[config.mk]
export PLATFORM = sky130hd
export DESIGN_NAME = lph_hash
export DESIGN_NICKNAME = d
export VERILOG_FILES = /design/src/sv/lph_pkg.sv /design/src/sv/lph_hash.sv
export SDC_FILE = /design/constraint.sdc
export NUM_CORES = 1
export LEC_CHECK = 0
export BUFFER_PORTS_ARGS = -buffer_cell sky130_fd_sc_hd__buf_2
export CAP_MARGIN = 20
export CORE_UTILIZATION = 65
export CTS_CLUSTER_DIAMETER = 50
export CTS_CLUSTER_SIZE = 24
export DETAILED_ROUTE_END_ITERATION = 10
export PLACE_DENSITY = 0.82
export SYNTH_ARGS = -nofsm -noshare
export SYNTH_HDL_FRONTEND = slang
export SYNTH_SLANG_ARGS = --single-unit
export TNS_END_PERCENT = 100
[constraint.sdc]
create_clock -name i_clk -period 12 [get_ports i_clk]
set_input_delay 2.4 -clock i_clk [delete_from_list [all_inputs] [get_ports i_clk]]
set_output_delay 2.4 -clock i_clk [all_outputs]
set_load 0.01 [all_outputs]
[src/sv/lph_pkg.sv]
// Shared types, codes and sizes for the linear probing hash table.
`default_nettype none
package lph_pkg;
    localparam int TableSize = 1021;

    typedef enum logic [2:0] {
        FN_INSERT = 3'd0,
        FN_GET    = 3'd1,
        FN_DELETE = 3'd2,
        FN_MIN    = 3'd3,
        FN_NEXT   = 3'd4
    } t_func;

    typedef enum logic [1:0] {
        FL_EMPTY   = 2'd0,
        FL_FULL    = 2'd1,
        FL_DELETED = 2'd2
    } t_flag;

    typedef enum logic [1:0] {
        STS_MISS      = 2'd0,
        STS_DONE      = 2'd1,
        STS_OVERWRITE = 2'd2
    } t_status;

    typedef enum logic [2:0] {
        ST_CLEAR,
        ST_IDLE,
        ST_HASH,
        ST_PROBE,
        ST_CHECK,
        ST_SCAN,
        ST_SCAN_LAST,
        ST_DONE
    } t_state;
endpackage
`default_nettype wire

[src/sv/lph_hash.sv]
// Home slot unit: (key * 17) mod table size by two reciprocal multiply passes.
`default_nettype none
module lph_hash #(
    parameter int TABLE_SIZE = lph_pkg::TableSize
) (
    input  wire logic                          i_clk,
    input  wire logic                          i_rst_n,
    input  wire logic                          i_start,
    input  wire logic [31:0]                   i_key,
    output logic                               o_done,
    output logic [$clog2(TABLE_SIZE)-1:0]      o_slot
);
    localparam int SW = $clog2(TABLE_SIZE);
    localparam int SH = 32 + SW;
    localparam int QW = 65 - SH;
    localparam logic [63:0] RecipFull = (64'd1 << SH) / 64'(TABLE_SIZE);
    localparam logic [32:0] Recip = RecipFull[32:0];

    logic [31:0]   r_val, n_val;
    logic [QW-1:0] r_quo, n_quo;
    logic [SW-1:0] r_slot, n_slot;
    logic          r_busy, n_busy;
    logic          r_sub, n_sub;
    logic          r_pass, n_pass;
    logic          r_done, n_done;
    logic [64:0]   prod;
    logic [32:0]   quo_t, diff, rem;

    // quotient estimate is low by at most one, so one subtract corrects it
    assign prod  = 65'(r_val) * 65'(Recip);
    assign quo_t = 33'(r_quo) * 33'(TABLE_SIZE);
    assign diff  = {1'b0, r_val} - quo_t;
    assign rem   = (diff >= 33'(TABLE_SIZE)) ? diff - 33'(TABLE_SIZE) : diff;

    // reduce the key first, then reduce 17 times that remainder
    always_comb begin
        n_val  = r_val;
        n_quo  = r_quo;
        n_slot = r_slot;
        n_busy = r_busy;
        n_sub  = r_sub;
        n_pass = r_pass;
        n_done = 1'b0;
        if (i_start) begin
            n_val  = i_key;
            n_busy = 1'b1;
            n_sub  = 1'b0;
            n_pass = 1'b0;
        end else if (r_busy) begin
            if (!r_sub) begin
                n_quo = prod[64:SH];
                n_sub = 1'b1;
            end else begin
                n_sub = 1'b0;
                if (!r_pass) begin
                    n_val  = (rem[31:0] << 4) + rem[31:0];
                    n_pass = 1'b1;
                end else begin
                    n_slot = rem[SW-1:0];
                    n_busy = 1'b0;
                    n_done = 1'b1;
                end
            end
        end
    end

    always_ff @(posedge i_clk) begin
        if (!i_rst_n) begin
            r_busy <= 1'b0;
            r_done <= 1'b0;
            r_sub  <= 1'b0;
            r_pass <= 1'b0;
        end else begin
            r_busy <= n_busy;
            r_done <= n_done;
            r_sub  <= n_sub;
            r_pass <= n_pass;
        end
        r_val  <= n_val;
        r_quo  <= n_quo;
        r_slot <= n_slot;
    end

    assign o_done = r_done;
    assign o_slot = r_slot;
endmodule
`default_nettype wire

=== Yosys cells after proc, flatten, opt, wreduce, memory -nomap -nowiden ===
Cells that the tools add are included.

* Bits in registers: 69
* Logic and storage cells: 37
* Bits of input ports: 35
* Output and inout bits: 11

* $mul: 2
* Multiplexer cells: 11
* Bitwise operators: 4
* Reduce and logical (&&, ||, !) cells: 8
* Equal/unequal tests: 1
* Order comparisons: 1
* $add $sub $neg: 3

{| class="wikitable"
|+ Operators by type and width
! kind !! number
|-
| 32-bit two-way mux || 5
|-
| 32-bit by 31-bit multiplier with 63-bit output, second input constant || 1
|-
| 33-bit by 10-bit >= comparator with 1-bit output, second input constant || 1
|-
| 23-bit by 10-bit multiplier with 33-bit output, second input constant || 1
|-
| 32-bit by 33-bit subtractor with 33-bit output || 1
|-
| 32-bit adder || 1
|-
| 32-bit by 10-bit subtractor with 32-bit output, second input constant || 1
|-
| 1-bit two-way mux || 6
|-
| 3-bit AND reduction || 2
|-
| 1-bit inverter || 4
|-
| 4-bit AND reduction || 1
|-
| 2-bit nonzero test || 2
|-
| 4-bit OR reduction || 1
|-
| 2-bit != test, second input constant || 1
|-
| 2-bit AND reduction || 1
|-
| 2-bit OR reduction || 1
|}

=== Logic depth before layout (Yosys ltp) ===
* Word-level depth: 9
* Mapped depth: 41

=== Worst setup path after synthesis ===
OpenSTA, ideal clock, no wires.

* Path kind: register to register
* Start point: register r_quo[20]
* End point: register r_val[25] (data pin)
* Path buffers: 4
* Data arrival time: 8.681 ns
* Cell stages (with the launch flop): 38
* Slack: 3.049 ns
* Data required time: 11.730 ns
* Cells stage by stage: edfxtp_1 inv_1 fa_1 inv_1 fa_1 inv_1 fa_1 inv_1 fa_1 inv_1 fa_1 ha_1 a21oi_2 o21ai_1 mux2_1 a211o_1 a311o_1 nor2b_1 (+2 left out) and3_1 buf_2 buf_2 buf_2 o21ai_0 nand2_1 ha_1 nand3_1 mux2_1 nor3b_1 or4_4 and3b_1 or3_4 a211oi_4 o31a_1 o311a_1 o21a_1 o31ai_2

* Word-level cells in the longest chain between the ends: 9

{| class="wikitable"
|+ RTL lines
! what !! line !! RTL
|-
| start, declared || lph_hash.sv:20 || <nowiki>logic [QW-1:0] r_quo, n_quo;</nowiki>
|-
| start signal, assigned || lph_hash.sv:80 || <nowiki>r_quo <= n_quo;</nowiki>
|-
| 23-bit by 10-bit multiplier with 33-bit output || lph_hash.sv:31 || <nowiki>assign quo_t = 33'(r_quo) * 33'(TABLE_SIZE);</nowiki>
|-
| 32-bit by 33-bit subtractor with 33-bit output || lph_hash.sv:32 || <nowiki>assign diff = {1'b0, r_val} - quo_t;</nowiki>
|-
| 33-bit by 10-bit >= comparator with 1-bit output || lph_hash.sv:33 || <nowiki>assign rem = (diff >= 33'(TABLE_SIZE)) ? diff - 33'(TABLE_SIZE) : diff;</nowiki>
|-
| 32-bit two-way mux || lph_hash.sv:33 ||
|-
| named net rem[5] || lph_hash.sv:27 || <nowiki>logic [32:0] quo_t, diff, rem;</nowiki>
|-
| 32-bit adder || lph_hash.sv:56 || <nowiki>n_val = (rem[31:0] << 4) + rem[31:0];</nowiki>
|-
| 32-bit two-way mux || lph_hash.sv:55 || <nowiki>if (!r_pass) begin</nowiki>
|-
| 32-bit two-way mux || lph_hash.sv:50 || <nowiki>if (!r_sub) begin</nowiki>
|-
| 32-bit two-way mux || lph_hash.sv:49 || <nowiki>end else if (r_busy) begin</nowiki>
|-
| 32-bit two-way mux || lph_hash.sv:44 || <nowiki>if (i_start) begin</nowiki>
|-
| named net n_val[25] || lph_hash.sv:19 || <nowiki>logic [31:0] r_val, n_val;</nowiki>
|-
| end signal, assigned || lph_hash.sv:79 || <nowiki>r_val <= n_val;</nowiki>
|-
| end, declared || lph_hash.sv:19 ||
|}

The timed path passes the listed nets, and every way through them passes these cells. The select of a mux whose other input is x is not followed.
A chain may end at the register's enable or synchronous reset.

=== Worst setup path in the final report ===
* Start point: register r_quo[8]
* End point: register r_val[27] (data pin)

Same word-level chain as after synthesis.

==> flow_summary.ini <==
[place]
io_buffers = 45
gp_congestion = 0.9355
dpl.hpwl_um = 47000

[worst_setup_path]
r2r-start = r_quo[8]
required_ps = 12080
cpMaxStageDelayCell = o21ai_0
crit_buf_inv = 5
r2r_slack_ps = 2020
critical_path.startpoint = r_quo[8]
crit_type = reg2reg
critPathLaunchType = flop
crit_fanout = 13
critPathMaxStageDelay_ps = 630
arrival_ps = 10050
end_kind = flop
crit_family = adder cells

[routing]
firstDrtPassIters = 6
ant_nets = 0
wl_per_cell_um = 19.36
drtIter0Drc = 1309
vias_per_cell = 5.828
drc_errors = 0
drt-total-wl_um = 56270
vias = 16940

[clock_tree]
cts-hold-fix-buffers = 0
path_clk_slew_ps = 70
cts_made_buffers = 9
cts.repair.resized = 0
clockBufferDepth = 2
cts_setup_buffers = 0
cts_sinks = 69
h-tree-depth = 3
cts_tree = built
cts-root-buf = clkbuf_16
clock_latency_ps = 360

[timing]
timing.slew.headroom_pct = 30.14
period_needed_ps = 9975
tightest_slew_ps = 1048
setup_tns_ps = 0
fmaxAchievable_mhz = 100.2
hold_violations = 0
fin_skew_ps = 13.37
rsz0062_at_grt = false
slew_viol_final = 0
setup_viol = 0
min_period_over_period_pct = 83.13

[floorplanning]
placeableCoreArea_um2 = 34460
dieArea_um2 = 35650
initial_core_util_pct = 65.83
die_x_um = 188.8
die_y_um = 188.8
rows = 68
ios = 46

[layout]
final_nets = 3307
nFillCells = 2626
antennaDiodeCount = 0
syn_to_final_growth_pct = 4.981
drive_above_1_share_pct = 5.220

[grt]
grt_pass1_vias = 18040
grt_max_degree = 66
grt_overflow = 0
antenna_found_initial = 0
grt_util_all_layers_pct = 33.57
grt_pass1_wl_um = 92690

[synth]
async_flop_share_pct = 0
synth-seq-cells = 69
yosys_warnings = 0
synth.avg_cell_area_um2 = 9.432
synth_nets = 3265
synth_cell_types = 89
syn-cell-area_um2 = 22680
synth_edf_count = 65
synth_cells = 2405
ys_seq_area_share_pct = 8.958
synthFlopType = edfxtp_1

[job]
cap_violations = 0

[worst_hold_path]
min_from = r_pass
hold_class = reg2reg

[run_status]
outcome = completed
-- area by class of cell --
type                            instances  area (µm²)  area share, %
Clock buffer                            9       225.2         0.9457
Inverter                              637        2391          10.04
Timing Repair Buffer                   65       379.1          1.592
Sequential cell                        69        2032          8.533
Multi-Input combinational cell       1665       18110          76.06
Tap cell                              455       569.3          2.391
Clock inverter                          7       105.1         0.4413
-- worst min-delay path, stage by stage, from the launching register on --
cell	delay, ps
dfxtp_1	370
a21oi_1	60
nor2_1	70
-- cells by family (layout without fill, tap and decap cells) --
family,after synthesis,after routing,synth area share [%]
mux,12,12,0.5847
xor+xnor,103,103,3.977
fa+ha+maj,825,825,56.33
flops,69,69,8.958
buf+inv,671,718,11.22
simple gates,372,372,8.351
compound gates,353,353,10.58
-- cells in the mapped netlist, drive strengths merged (16+ instances only) --
| cell | instances | share of area (%) |
|---|---|---|
| nand2b | 16 | 0.44 |
| nor2b | 16 | 0.44 |
| o21ai | 83 | 1.8 |
| xnor2 | 57 | 2.2 |
| ha | 498 | 27 |
| nand2 | 114 | 1.9 |
| a211oi | 17 | 0.68 |
| nor3 | 37 | 0.93 |
| fa | 327 | 29 |
| buf | 16 | 0.38 |
| xor2 | 46 | 1.8 |
| a21oi | 86 | 2.0 |
| inv | 637 | 11 |
| nor2 | 72 | 1.2 |
| nand4 | 16 | 0.44 |
| nand3 | 32 | 0.71 |
| clkbuf | 18 | 0.30 |
| a21o | 45 | 1.5 |
| edfxtp | 65 | 8.6 |
-- flip-flops by register name, indices dropped and copies added, names as in the netlist --
| register | flops |
|---|---|
| r_val | 32 |
| r_busy | 1 |
| r_sub | 1 |
| o_done | 1 |
| r_pass | 1 |
| r_quo | 23 |
| o_slot | 10 |
-- stage by stage --
step,setup slack [ps],util [%],std cells,instance area (µm²),hold WS (ps)
after CTS,1978,69.06,2905,23800,530.2
after detailed placement,2029,68.10,2889,23470,509.6
after global placement,2238,68.10,2889,23470,498.9
final,2025,69.11,2907,23810,525.9
after global routing,1551,69.11,2907,23810,594.7
after floorplan,3049,-,2405,22680,458.8
-- routing by layer --
layer / GRT usage, % / routed length, µm / vias up
met1: 41.22 / 22530 / 8352
met4: 18.98 / 3679 / 0
met2: 57.21 / 26990 / 541
met3: 4.079 / 3070 / 166
li1: - / - / 7884
met5: 0 / 0 / -
-- layout by cell type (no fill, tap or decap), types with 19 or more instances in the layout --
master,n
edfxtp_1,65
ha_1,498
a21o_1,44
xnor2_1,57
a21oi_1,81
nand3_1,32
inv_1,637
nand2_1,114
nor3_1,33
o21ai_0,70
xor2_1,46
buf_4,19
buf_2,45
nor2_1,71
fa_1,327
-- final timing paths --
check                                  to  cells past startpoint
worst max-delay path            r_val[27]                     32
worst max register to register  r_val[27]                     32
worst min-delay path               r_pass                      2
worst min register to register     r_pass                      2
Power is left out: the tool's default activity adds up to more than one toggle a clock period on the data nets, which glitch-free logic cannot reach.
